==> src/design/apcd_pkg.sv <==
// ============================================================================
// apcd_pkg: shared types and constants of the coherent ASK/PSK demodulator
// Holds the register map, the configuration record, the carrier sine table
// and the stage record handed from the carrier stage to the integrator.
// ============================================================================
package apcd_pkg;

   // Carrier table and bit period sizing.
   localparam int SINE_ENTRIES   = 256;
   localparam int SINE_BITS      = $clog2(SINE_ENTRIES);
   localparam int MAX_BIT_LENGTH = 1024;
   localparam int CNT_W          = $clog2(MAX_BIT_LENGTH);

   // Field widths.
   localparam int SAMPLE_W  = 16;
   localparam int LEN_W     = 11;
   localparam int PHASE_W   = 32;
   localparam int SUM_W     = 32;
   localparam int CSR_IDX_W = 4;
   localparam int CSR_DAT_W = 32;
   localparam int TRIM_W    = 2 * SAMPLE_W - 15;

   // Reset values of the registers.
   localparam logic [LEN_W-1:0]          BIT_LENGTH_RST     = 11'd288;
   localparam logic [PHASE_W-1:0]        PHASE_STEP_RST     = 32'd238609294;
   localparam logic signed [SUM_W-1:0]   DECISION_LEVEL_RST = 32'sd3538944;

   localparam logic [63:0] HALF_PI_Q28 = 64'd421657428;

   typedef enum logic [CSR_IDX_W-1:0] {
      CSR_MODE_PSK       = 4'd0,
      CSR_BIT_LENGTH     = 4'd1,
      CSR_PHASE_STEP     = 4'd2,
      CSR_DECISION_LEVEL = 4'd3
   } csr_index_type;

   typedef struct packed {
      logic                      mode_psk;
      logic [LEN_W-1:0]          bit_length;
      logic [PHASE_W-1:0]        phase_step;
      logic signed [SUM_W-1:0]   decision_level;
   } apcd_cfg_type;

   // One sample paired with its carrier value, on its way to the multiplier.
   typedef struct packed {
      logic signed [SAMPLE_W-1:0] sample;
      logic signed [SAMPLE_W-1:0] carrier;
      logic                       last;
   } apcd_item_type;

   typedef logic [SINE_ENTRIES-1:0][SAMPLE_W-1:0] sine_table_type;

   // Quarter-wave sine of a Q28 angle by the odd Taylor series up to the
   // ninth power, rounded to Q15 and clamped.
   function automatic logic [SAMPLE_W-1:0] quarter_sine(logic [63:0] theta);
      logic [63:0] term;
      logic [63:0] acc;
      term = theta;
      acc  = theta;
      term = (term * theta) >> 28;
      term = (term * theta) >> 28;
      term = term / 64'd6;
      acc  = acc - term;
      term = (term * theta) >> 28;
      term = (term * theta) >> 28;
      term = term / 64'd20;
      acc  = acc + term;
      term = (term * theta) >> 28;
      term = (term * theta) >> 28;
      term = term / 64'd42;
      acc  = acc - term;
      term = (term * theta) >> 28;
      term = (term * theta) >> 28;
      term = term / 64'd72;
      acc  = acc + term;
      acc  = (acc + 64'd4096) >> 13;
      if (acc > 64'd32767) begin
         acc = 64'd32767;
      end
      return acc[SAMPLE_W-1:0];
   endfunction

   // Full-wave table built from quarter-wave symmetry at elaboration.
   function automatic sine_table_type build_sine();
      sine_table_type             tbl;
      logic [63:0]                u;
      logic [63:0]                quad;
      logic [63:0]                rem;
      logic [63:0]                m;
      logic signed [SAMPLE_W-1:0] v;
      for (int k = 0; k < SINE_ENTRIES; k++) begin
         u    = 64'(4 * k);
         quad = u / SINE_ENTRIES;
         rem  = u % SINE_ENTRIES;
         m    = quad[0] ? (64'(SINE_ENTRIES) - rem) : rem;
         v    = signed'(quarter_sine((HALF_PI_Q28 * m) / SINE_ENTRIES));
         tbl[k] = (quad >= 64'd2) ? -v : v;
      end
      return tbl;
   endfunction

   localparam sine_table_type SINE_TABLE = build_sine();

endpackage

==> src/design/apcd_csr.sv <==
// ============================================================================
// apcd_csr: configuration registers
// Four writable registers, always ready; unknown indexes are ignored.
// ============================================================================
module apcd_csr (
   input  logic                           clock,
   input  logic                           reset,
   input  logic                           csr_valid,
   output logic                           csr_ready,
   input  logic [apcd_pkg::CSR_IDX_W-1:0] csr_index,
   input  logic [apcd_pkg::CSR_DAT_W-1:0] csr_data,
   output apcd_pkg::apcd_cfg_type         cfg
);
   import apcd_pkg::*;

   apcd_cfg_type cfg_ff;
   apcd_cfg_type cfg_in;

   always_comb begin
      cfg_in = cfg_ff;
      if (csr_valid) begin
         case (csr_index)
            CSR_MODE_PSK:       cfg_in.mode_psk       = csr_data[0];
            CSR_BIT_LENGTH:     cfg_in.bit_length     = csr_data[LEN_W-1:0];
            CSR_PHASE_STEP:     cfg_in.phase_step     = csr_data[PHASE_W-1:0];
            CSR_DECISION_LEVEL: cfg_in.decision_level = signed'(csr_data[SUM_W-1:0]);
            default:            cfg_in = cfg_ff;
         endcase
      end
   end

   always_ff @(posedge clock) begin
      if (reset) begin
         cfg_ff.mode_psk       <= 1'b0;
         cfg_ff.bit_length     <= BIT_LENGTH_RST;
         cfg_ff.phase_step     <= PHASE_STEP_RST;
         cfg_ff.decision_level <= DECISION_LEVEL_RST;
      end else begin
         cfg_ff <= cfg_in;
      end
   end

   assign csr_ready = 1'b1;
   assign cfg       = cfg_ff;

endmodule

==> src/design/apcd_dump.sv <==
// ============================================================================
// apcd_dump: multiply, integrate and dump
// Product stage, saturating accumulator with bit counter, and result register.
// ============================================================================
module apcd_dump (
   input  logic                               clock,
   input  logic                               reset,
   input  apcd_pkg::apcd_cfg_type             cfg,
   input  logic                               in_valid,
   output logic                               in_ready,
   input  apcd_pkg::apcd_item_type            in_item,
   output logic                               rsp_valid,
   input  logic                               rsp_ready,
   output logic                               rsp_bit_out,
   output logic signed [apcd_pkg::SUM_W-1:0]  rsp_bit_sum
);
   import apcd_pkg::*;

   logic                       s2_valid_ff;
   logic                       s2_valid_in;
   logic signed [TRIM_W-1:0]   s2_trim_ff;
   logic                       s2_last_ff;
   logic [CNT_W-1:0]           cnt_ff;
   logic [CNT_W-1:0]           cnt_in;
   logic signed [SUM_W-1:0]    sum_ff;
   logic signed [SUM_W-1:0]    sum_in;
   logic                       rsp_valid_ff;
   logic                       rsp_valid_in;
   logic signed [SUM_W-1:0]    rsp_sum_ff;

   logic signed [2*SAMPLE_W-1:0] prod;
   logic signed [SUM_W:0]        acc;
   logic signed [SUM_W-1:0]      sat;
   logic [CNT_W:0]               count;
   logic [31:0]                  len_raw;
   logic [31:0]                  len_eff;
   logic                         fire;
   logic                         out_free;
   logic                         s2_go;
   logic                         s2_load;

   // The product is Q2.30; dropping 15 bits is a floor, matching the trim.
   assign prod = in_item.sample * in_item.carrier;

   always_comb begin
      acc = SUM_W'(0) + (SUM_W+1)'(sum_ff) + (SUM_W+1)'(s2_trim_ff);
      if (acc[SUM_W] != acc[SUM_W-1]) begin
         sat = acc[SUM_W] ? {1'b1, {(SUM_W-1){1'b0}}} : {1'b0, {(SUM_W-1){1'b1}}};
      end else begin
         sat = acc[SUM_W-1:0];
      end
   end

   always_comb begin
      len_raw = 32'(cfg.bit_length);
      if (len_raw == 32'd0) begin
         len_eff = 32'd1;
      end else if (len_raw > 32'(MAX_BIT_LENGTH)) begin
         len_eff = 32'(MAX_BIT_LENGTH);
      end else begin
         len_eff = len_raw;
      end
      count = (CNT_W+1)'(cnt_ff) + (CNT_W+1)'(1);
      fire  = (32'(count) >= len_eff) || s2_last_ff;
   end

   assign out_free = !rsp_valid_ff || rsp_ready;
   assign s2_go    = s2_valid_ff && (!fire || out_free);
   assign in_ready = !s2_valid_ff || s2_go;
   assign s2_load  = in_valid && in_ready;

   always_comb begin
      s2_valid_in  = s2_load ? 1'b1 : (s2_go ? 1'b0 : s2_valid_ff);
      cnt_in       = cnt_ff;
      sum_in       = sum_ff;
      rsp_valid_in = rsp_valid_ff && !rsp_ready;
      if (s2_go) begin
         if (fire) begin
            cnt_in       = '0;
            sum_in       = '0;
            rsp_valid_in = 1'b1;
         end else begin
            cnt_in = count[CNT_W-1:0];
            sum_in = sat;
         end
      end
   end

   always_ff @(posedge clock) begin
      if (reset) begin
         s2_valid_ff  <= 1'b0;
         cnt_ff       <= '0;
         sum_ff       <= '0;
         rsp_valid_ff <= 1'b0;
      end else begin
         s2_valid_ff  <= s2_valid_in;
         cnt_ff       <= cnt_in;
         sum_ff       <= sum_in;
         rsp_valid_ff <= rsp_valid_in;
      end
   end

   always_ff @(posedge clock) begin
      if (s2_load) begin
         s2_trim_ff <= prod[2*SAMPLE_W-1:15];
         s2_last_ff <= in_item.last;
      end
      if (s2_go && fire) begin
         rsp_sum_ff <= sat;
      end
   end

   assign rsp_valid   = rsp_valid_ff;
   assign rsp_bit_sum = rsp_sum_ff;
   // The user must change configuration only while idle; the block does not enforce it.
   assign rsp_bit_out = rsp_sum_ff > cfg.decision_level;

`ifndef ASSERT_OFF
   a_dump_clears: assert property (@(posedge clock) disable iff (reset)
      s2_go && fire |=> cnt_ff == '0 && sum_ff == '0)
      else $error("integrator not cleared after a decision");

   a_count_steps: assert property (@(posedge clock) disable iff (reset)
      s2_go && !fire |=> cnt_ff == CNT_W'($past(cnt_ff) + 1'b1))
      else $error("bit counter did not advance by one");

   a_no_overwrite: assert property (@(posedge clock) disable iff (reset)
      rsp_valid_ff && !rsp_ready |-> !(s2_go && fire))
      else $error("pending result overwritten");

   a_stall_holds: assert property (@(posedge clock) disable iff (reset)
      s2_valid_ff && !s2_go |=> s2_valid_ff && $stable(s2_trim_ff))
      else $error("stalled product stage lost its contents");
`endif

endmodule

==> src/design/ask_psk_coherent_demodulator_top.sv <==
// ============================================================================
// ask_psk_coherent_demodulator_top: coherent ASK/BPSK integrate-and-dump
// Mixes received samples with a table-driven carrier, integrates over a bit
// period and decides one bit per period or at the end of a stream.
// ============================================================================
// Usage:
//   Requests arrive on the req_ channel (valid/ready), one signed Q1.15
//   sample each, with req_stream_end marking the last sample of a stream.
//   A decision appears on the rsp_ channel (valid/ready) once per bit period
//   of bit_length samples (zero acts as one, above 1024 as 1024), or at the
//   stream end sample for a partial bit; other requests produce no response.
//   Throughput is one request per cycle unless backpressure holds it. A
//   response becomes valid once the request closing its bit has passed the
//   carrier lookup register, the product register and then the result register.
//   When the receiver stalls, the result register holds its response while
//   requests that only add to the sum keep flowing; a request that closes a
//   bit waits in the product stage, and backpressure then reaches req_ready.
//   Configuration is written on the csr_ port, always ready; the user must
//   write it only while no request is in flight, which the block does not
//   enforce. Synchronous reset restores the register defaults and clears
//   the carrier phase, bit counter, running sum and all valids.
// ============================================================================
module ask_psk_coherent_demodulator_top (
   input  logic                                  clock,
   input  logic                                  reset,
   input  logic                                  req_valid,
   output logic                                  req_ready,
   input  logic signed [apcd_pkg::SAMPLE_W-1:0]  req_sample,
   input  logic                                  req_stream_end,
   output logic                                  rsp_valid,
   input  logic                                  rsp_ready,
   output logic                                  rsp_bit_out,
   output logic signed [apcd_pkg::SUM_W-1:0]     rsp_bit_sum,
   input  logic                                  csr_valid,
   output logic                                  csr_ready,
   input  logic [apcd_pkg::CSR_IDX_W-1:0]        csr_index,
   input  logic [apcd_pkg::CSR_DAT_W-1:0]        csr_data
);
   import apcd_pkg::*;

   apcd_cfg_type                cfg;
   logic [PHASE_W-1:0]          phase_ff;
   logic [PHASE_W-1:0]          phase_in;
   logic                        s1_valid_ff;
   logic                        s1_valid_in;
   apcd_item_type               s1_item_ff;
   apcd_item_type               s1_item_in;
   logic                        dump_ready;
   logic                        req_take;
   logic                        s1_go;
   logic [SINE_BITS-1:0]        sine_idx;
   logic signed [SAMPLE_W-1:0]  sine_val;

   apcd_csr u_csr (
      .clock     (clock),
      .reset     (reset),
      .csr_valid (csr_valid),
      .csr_ready (csr_ready),
      .csr_index (csr_index),
      .csr_data  (csr_data),
      .cfg       (cfg)
   );

   // The table index is the top bits of the phase accumulator, taken before
   // the phase advances.
   assign sine_idx = phase_ff[PHASE_W-1 -: SINE_BITS];
   assign sine_val = signed'(SINE_TABLE[sine_idx]);

   assign s1_go     = s1_valid_ff && dump_ready;
   assign req_ready = !s1_valid_ff || dump_ready;
   assign req_take  = req_valid && req_ready;

   always_comb begin
      s1_item_in.sample  = req_sample;
      // PSK mode uses the carrier shifted by pi, which is its negation.
      s1_item_in.carrier = cfg.mode_psk ? -sine_val : sine_val;
      s1_item_in.last    = req_stream_end;
      s1_valid_in        = req_take ? 1'b1 : (s1_go ? 1'b0 : s1_valid_ff);
      phase_in           = phase_ff;
      if (req_take) begin
         // A stream end restarts the carrier at phase zero for the next stream.
         phase_in = req_stream_end ? '0 : phase_ff + cfg.phase_step;
      end
   end

   always_ff @(posedge clock) begin
      if (reset) begin
         phase_ff    <= '0;
         s1_valid_ff <= 1'b0;
      end else begin
         phase_ff    <= phase_in;
         s1_valid_ff <= s1_valid_in;
      end
   end

   always_ff @(posedge clock) begin
      if (req_take) begin
         s1_item_ff <= s1_item_in;
      end
   end

   apcd_dump u_dump (
      .clock       (clock),
      .reset       (reset),
      .cfg         (cfg),
      .in_valid    (s1_valid_ff),
      .in_ready    (dump_ready),
      .in_item     (s1_item_ff),
      .rsp_valid   (rsp_valid),
      .rsp_ready   (rsp_ready),
      .rsp_bit_out (rsp_bit_out),
      .rsp_bit_sum (rsp_bit_sum)
   );

`ifndef ASSERT_OFF
   a_phase_restart: assert property (@(posedge clock) disable iff (reset)
      req_take && req_stream_end |=> phase_ff == '0)
      else $error("carrier phase not restarted at stream end");

   a_phase_hold: assert property (@(posedge clock) disable iff (reset)
      !req_take |=> $stable(phase_ff))
      else $error("carrier phase moved without a request");

   a_s1_hold: assert property (@(posedge clock) disable iff (reset)
      s1_valid_ff && !dump_ready |=> s1_valid_ff && $stable(s1_item_ff))
      else $error("stalled carrier stage lost its contents");
`endif

endmodule

==> config.mk <==
export PLATFORM = sky130hd
export DESIGN_NAME = ask_psk_coherent_demodulator_top
export DESIGN_NICKNAME = d
export VERILOG_FILES = /design/src/design/apcd_pkg.sv /design/src/design/apcd_csr.sv /design/src/design/apcd_dump.sv /design/src/design/ask_psk_coherent_demodulator_top.sv
export SDC_FILE = /design/constraint.sdc
export NUM_CORES = 2
export LEC_CHECK = 0
export BUFFER_PORTS_ARGS = -buffer_cell sky130_fd_sc_hd__buf_4
export CAP_MARGIN = 20
export CORE_UTILIZATION = 45
export DETAILED_ROUTE_END_ITERATION = 16
export PLACE_DENSITY_LB_ADDON = 0.05
export SLEW_MARGIN = 25
export SYNTH_ARGS = -nofsm -noshare
export SYNTH_HDL_FRONTEND = slang
export SYNTH_HIERARCHICAL = 1
export SYNTH_SLANG_ARGS = --single-unit
==> constraint.sdc <==
create_clock -name clock -period 8.3 [get_ports clock]
set_input_delay 0 -clock clock [delete_from_list [all_inputs] [get_ports clock]]
set_output_delay 0 -clock clock [all_outputs]
set_load 0.05 [all_outputs]
## After elaboration in Yosys (flattened, before gate mapping)

Memories as Yosys holds them, arrays and structs flattened. A register that Yosys moved wholly into a read port is not among the register bits.
Cells that the tools add are included.

| operators by class | value |
|---|---|
| add/sub/neg operators | 4 |
| multipliers | 1 |
| $lt $le $gt $ge | 4 |
| equality and inequality tests | 4 |
| multiplexer cells | 17 |
| reduce and logical (&&, ||, !) cells | 23 |

Operator list:

| kind | count |
|---|---|
| $mux W32 | 5 |
| $add A32 B17 Y33 | 1 |
| $add A32 B32 Y32 | 1 |
| $ge A11 B32 Y1 | 1 |
| $gt A32 B32 Y1 | 1 |
| $mul A16 B16 Y32 | 1 |
| $mux W16 | 2 |
| $mux W8 | 2 |
| $neg A16 Y16 | 1 |
| $add A10 B1 Y11 const B | 1 |
| $gt A11 B11 Y1 const B | 1 |
| $logic_not A11 Y1 | 1 |
| $mux W11 | 1 |
| $mux W10 | 1 |
| $lt A8 B9 Y1 const B | 1 |
| $eq A4 B2 Y1 const B | 2 |
| $reduce_and A2 Y1 | 4 |
| $mux W1 | 6 |
| $logic_and A1 B1 Y1 | 5 |
| $logic_not A1 Y1 | 5 |
| $logic_or A1 B1 Y1 | 5 |
| $eq A4 B1 Y1 const B | 1 |
| $logic_not A4 Y1 | 1 |
| $reduce_bool A2 Y1 | 2 |
| $ne A1 B1 Y1 | 1 |

| word-level totals | value |
|---|---|
| register bits after elaboration | 236 |
| memory bits (read-only) | 4,096 |
| input port bits | 58 |
| output and inout bits | 36 |
| logic and storage cells | 70 |
| memories kept | 1 |

Memory list:

| memory | words | width | rd ports | clocked after memory_dff | write ports | line | text |
|---|---|---|---|---|---|---|---|
| (name not given) | 256 | 16 | 1 | 1 | 0 | ask_psk_coherent_demodulator_top.sv:67 | `assign sine_val = signed'(SINE_TABLE[sine_idx]);` |

## Depth between registers and ports, before layout

| depth | value |
|---|---|
| word-level depth | 13 |
| mapped depth | 32 |
| depth with buffers taken out | 28 |

## Hierarchy

Netlist, hierarchy kept.

By module, submodules not included:

| module | instances | cells each | area an instance (µm²) |
|---|---|---|---|
| apcd_dump | 1 | 1,783 | 16,096.7 |
| ask_psk_coherent_demodulator_top | 1 | 1,368 | 9,609.2 |
| apcd_csr | 1 | 309 | 3,228.1 |

## Worst setup path before layout

OpenSTA, ideal clock, no wires.

| timing path | value |
|---|---|
| path kind | reg2reg |
| from | register u_dump.cnt_ff[0] |
| to | register sine_val[2] (netlist name) |
| setup time | 133 ps |
| data arrival time | 6,607 ps |
| required time | 8,167 ps |
| path slack | 1,559 ps |
| stages on the path, launching flop included | 31 |
| buffers on the path | 2 |
| period minus slack after synthesis | 6,741 ps |
| path through | dfxtp_1 -> ha_1 -> nand3_1 -> nor2_1 -> and3_1 -> xor2_1 -> ha_1 -> o21a_1 -> o21ai_0 -> nand2_1 -> o21ai_1 -> nand2b_1 -> or2_2 -> nand2b_1 -> nand2_1 -> inv_1 -> and4b_1 -> mux2i_1 -> and2_1 -> buf_2 -> buf_2 -> nor2_1 -> inv_1 -> ha_1 -> nor2_1 -> nand2_2 -> and3_1 -> o31ai_2 -> o21ai_1 -> a2111oi_2 -> a22oi_1 |

RTL lines:

| item | line | text |
|---|---|---|
| from (decl) | apcd_dump.sv:23 | `logic [CNT_W-1:0] cnt_ff;` |
| from (signal assigned) | apcd_dump.sv:97 | `cnt_ff <= cnt_in;` |

## Worst setup path in the final report

| timing path | value |
|---|---|
| from | register s1_item_ff[2] (netlist bit) |
| to | register u_dump.s2_trim_ff[16], data pin |

| between the ends | value |
|---|---|
| cells in the longest elaborated chain, start to end | 1 |

Ends and longest elaborated chain:

| item | line | text |
|---|---|---|
| from (decl) | ask_psk_coherent_demodulator_top.sv:46 | `apcd_item_type s1_item_ff;` |
| from (signal assigned) | ask_psk_coherent_demodulator_top.sv:98 | `s1_item_ff <= s1_item_in;` |
| $mul A16 B16 Y32 | apcd_dump.sv:43 | `assign prod = in_item.sample * in_item.carrier;` |
| named net u_dump.prod[31] | apcd_dump.sv:31 | `logic signed [2*SAMPLE_W-1:0] prod;` |
| to (signal assigned) | apcd_dump.sv:105 | `s2_trim_ff <= prod[2*SAMPLE_W-1:15];` |
| to (decl) | apcd_dump.sv:21 | `logic signed [TRIM_W-1:0] s2_trim_ff;` |

The timed path passes the listed nets, and every way through them passes these cells.
A chain may end at the register's enable or synchronous reset.

==> flow_metrics.tcl <==
set metrics [dict create \
    maxCapViolCount 0 \
    timing.critical_path.arrival_ns 7.92 \
    initial_utilization_pct 45.7 \
    critPathMaxFanout 16 \
    post_synthesis_xor_xnor_area_fraction_pct 2.85 \
    dp_slack_ns 0.790 \
    cp_most_frequent_cell "sky130_fd_sc_hd__fa_1" \
    io_pins 94 \
    ys_async_sr_fraction_pct 0 \
    total_power_mw 13.8 \
    detailed_place_hpwl_um 75800 \
    synth.area.mux_share_pct 2.94 \
    layout_commonest_cell "sky130_fd_sc_hd__inv_1" \
    overflow 0 \
    worst_clock_skew_ns 0.0227 \
    reg2reg_depth 20 \
    status "finished clean" \
    layoutNonFillerInstCount 4374 \
    postSynthAreaPerCell_um2 8.36 \
    mappedNetlistNets 3982 \
    worst_pin_slew_ns 1.03 \
    layout_common_cells "sky130_fd_sc_hd__inv_1, sky130_fd_sc_hd__nand2_1, sky130_fd_sc_hd__fa_1, sky130_fd_sc_hd__nor2_1, sky130_fd_sc_hd__a21oi_1" \
    final_antenna_net_count 0 \
    final.hold.worst_slack_ns 0.136 \
    vias_per_inst 5.97 \
    antennaDiodeCount 0 \
    tritoncts_buffers 31 \
    die-area_um2 65300 \
    worst-endpoint-required_ns 8.72 \
    totalNegativeSetupSlack_ns 0 \
    number_of_flops_mapped_to_enable_cells_by_yosys 83 \
    max_slew_violation_count 0 \
    critical_path.cell_chain "nand2_1 -> inv_1 -> fa_1 -> inv_1 -> fa_1 -> inv_1 -> fa_1 -> fa_1 -> fa_1 -> inv_1 -> fa_1 -> inv_1 -> ha_1 -> and4_1 -> a221oi_1 -> o21ai_0 -> a2111oi_0 -> o21ai_0 -> a2111o_1 -> o211ai_1" \
    route.detailed.wl_per_inst_um 23.2 \
    worstHoldPathType "input pin to flip-flop" \
    detailroute.via_count 26100 \
    numPortBuffers 92 \
    critPathLaunchType "flip-flop" \
    totalWireLength_um 101000 \
    floorplan.die.width_um 256 \
    final_util_pct 50.4 \
    synth-compound-area-share_pct 18.8 \
    netlist_instances 3460 \
    flow.area_growth_from_synthesis_pct 10.2 \
    worst_path_max_delay_cell "sky130_fd_sc_hd__a2111oi_0" \
    ys_ff_latch 252 \
    cts_tree "yes" \
    drc 0 \
    whs_endpoint "s1_item_ff[17]" \
    post_cts.repair.setup_buffers 0 \
    finalWorstSetupSlack_ns 0.803 \
    fin_nets 4026 \
    core-area_um2 63300 \
    hold_viol 0 \
    layout-drive-gt1-share_pct 8.13 \
    fin_crit_ns 7.50 \
    critical-path-max-stage-delay_ns 0.91 \
    worst_hold_path.num_cells 2 \
    grt_max_degree 100 \
    clock_latency_on_the_worst_skew_pair_ns 0.60 \
    criticalPathCategory "flip-flop to flip-flop" \
    global_route.usage.total_pct 30.4 \
    post-place-cells 4260 \
    place_congestion 1.01 \
    detailedRoute.firstPassIterationCount 8 \
    yosys.cell_types.count 109 \
    power.leakage_nw 13.9 \
    timing.slew.headroom_pct 31.2 \
    syn_area_um2 28900 \
    yosysWarnings 6 \
    cts_clk_pin_slew_worst_paths_ns 0.06 \
    yosys_most_used_dff "sky130_fd_sc_hd__dfxtp_1" \
    fmaxAchievable_mhz 133 \
    finalSetupViolations 0 \
    post_synthesis_sequential_area_ratio_pct 20.3 \
    holdCritStartpoint "req_sample[0]" \
    postPlaceCellArea_um2 30300 \
    reg2reg_to "u_dump/s2_trim_ff[16]" \
    synth_top_family_by_area "adder cells" \
    clk_path_buf_depth 3 \
    post-route-cell-area_um2 31900 \
    standard_cell_rows 92 \
    worst-r2r-setup-slack_ns 0.80 \
    antenna_found_initial 1 \
    cp_capture_type "flip-flop" \
    crit-reg2reg-launch "s1_item_ff[2]" \
    cts_num_sinks 252 \
    drt_iter0_drc 2637 \
    synth-adder-area-share_pct 27.5 \
    yosys.area_share.simple_pct 18.6 \
    max-vdd-ir-drop_mv 0.611 \
    power-per-cell-area_nw_per_um2 433 \
    h_tree_lvls 1 \
    die_h_um 256 \
    unrepaired_setup_endpoints_after_global_routing "false" \
    first_global_vias 25900 \
    library_cell_used_as_clock_root_buffer "sky130_fd_sc_hd__clkbuf_16" \
    post-route-period-util_pct 90.3 \
    grt_first_pass_wirelength_um 156000 \
]
-- Yosys cell counts, types with 14 or more instances --
cell type / count / area [um^2]
sky130_fd_sc_hd__xor2_1: 34 / 298
sky130_fd_sc_hd__o211ai_1: 37 / 278
sky130_fd_sc_hd__a221oi_1: 16 / 140
sky130_fd_sc_hd__o22ai_1: 19 / 119
sky130_fd_sc_hd__o21ai_1: 25 / 125
sky130_fd_sc_hd__dfxtp_1: 169 / 3380
sky130_fd_sc_hd__inv_1: 386 / 1450
sky130_fd_sc_hd__nand2_1: 358 / 1340
sky130_fd_sc_hd__nor2b_1: 14 / 87.6
sky130_fd_sc_hd__xnor2_1: 60 / 526
sky130_fd_sc_hd__and3_1: 19 / 119
sky130_fd_sc_hd__nor2_1: 232 / 871
sky130_fd_sc_hd__mux2i_1: 84 / 841
sky130_fd_sc_hd__and2_1: 139 / 870
sky130_fd_sc_hd__a211oi_1: 34 / 255
sky130_fd_sc_hd__o21a_1: 23 / 173
sky130_fd_sc_hd__a311oi_1: 16 / 140
sky130_fd_sc_hd__nor3_1: 58 / 290
sky130_fd_sc_hd__a21o_1: 40 / 300
sky130_fd_sc_hd__clkbuf_1: 109 / 409
sky130_fd_sc_hd__o221ai_1: 18 / 158
sky130_fd_sc_hd__fa_1: 263 / 5270
sky130_fd_sc_hd__o21ai_0: 169 / 846
sky130_fd_sc_hd__nand4_1: 29 / 181
sky130_fd_sc_hd__maj3_1: 18 / 180
sky130_fd_sc_hd__nand2b_1: 109 / 682
sky130_fd_sc_hd__o21bai_1: 14 / 105
sky130_fd_sc_hd__buf_1: 15 / 56.3
sky130_fd_sc_hd__edfxtp_1: 83 / 2490
sky130_fd_sc_hd__a31oi_1: 33 / 206
sky130_fd_sc_hd__buf_2: 64 / 320
sky130_fd_sc_hd__ha_1: 201 / 2510
sky130_fd_sc_hd__o31ai_1: 18 / 135
sky130_fd_sc_hd__a22oi_1: 33 / 248
sky130_fd_sc_hd__a21oi_1: 219 / 1100
sky130_fd_sc_hd__nand3_1: 62 / 310
sky130_fd_sc_hd__buf_4: 16 / 120
-- power by group --
part | leakage [nW] | total [mW] | internal, mW | switching (mW)
clock network | 0.519 | 1.43 | 0.837 | 0.592
registers | 2.16 | 2.04 | 1.89 | 0.148
logic | 11.2 | 10.3 | 4.26 | 6.09
-- area by class of cell --
| cell class | count | area (um^2) |
|---|---|---|
| clock buffers | 38 | 822 |
| clock inverters | 19 | 239 |
| fillers | 6155 | 31400 |
| inverters | 393 | 1480 |
| multi-input cells | 2594 | 20500 |
| flip-flops and latches | 252 | 5880 |
| well taps | 846 | 1060 |
| repair buffers | 232 | 1930 |
-- what timing repair did --
action / 4_1_cts / 5_1_grt
gates resized for setup: 0 / 0
hold endpoints to repair: 99 / 0
hold buffers: 57 / 0
-- worst max path at each step --
stage | start | endpoint | slack (ns) | depth (start not counted)
final | s1_item_ff[2] | u_dump/s2_trim_ff[16] | 0.80 | 20
after global routing | s1_item_ff[2] | u_dump/s2_trim_ff[16] | 0.37 | 20
after CTS | s1_item_ff[2] | u_dump/s2_trim_ff[16] | 0.77 | 20
after detailed placement | s1_item_ff[4] | u_dump/s2_trim_ff[16] | 0.79 | 19
after global placement | s1_item_ff[4] | u_dump/s2_trim_ff[16] | 0.90 | 19
after floorplan | u_dump/cnt_ff[0] | sine_val[2] | 1.56 | 30
-- critical path: cells and delay by family, from the launching register on --
kind / cells / cell delay, ns
DFF: 1 / 0.61
buffers and inverters: 5 / 0.39
adders and majority gates: 7 / 3.56
AOI/OAI and AO/OA: 6 / 2.31
and+or+nand+nor: 2 / 0.45
-- logic make-up (layout without fill, tap and decap cells) --
logic type / Yosys count / in the layout
and+or+nand+nor: 1102 / 1102
AOI/OAI and AO/OA: 830 / 830
buffers and inverters: 614 / 682
adders and majority gates: 482 / 482
DFF: 252 / 252
xor gates and xnor gates: 94 / 94
muxes: 85 / 85
other: 1 / 1
-- state kept, by name (all words and copies together) (netlist names) --
name,cells
u_csr/cfg,76
s1_item_ff,33
u_dump/rsp_valid,1
sine_val,16
phase_ff,32
u_dump/cnt_ff,10
u_dump/rsp_bit_sum,32
u_dump/sum_ff,32
u_dump/s2_trim_ff,17
u_dump/s2_last_ff,1
s1_valid_ff,1
u_dump/s2_valid_ff,1
-- routing by layer --
layer	global-route usage (%)	vias to the layer above	wire, um	part of all wire (%)
met3	4.54	276	7290	7.2
met5	0	-	0	0
met4	11.8	0	4300	4.2
met1	42.0	12800	44500	44
li1	-	11900	-	-
met2	48.0	1144	45400	45
(Power assumes the default switching activity.)
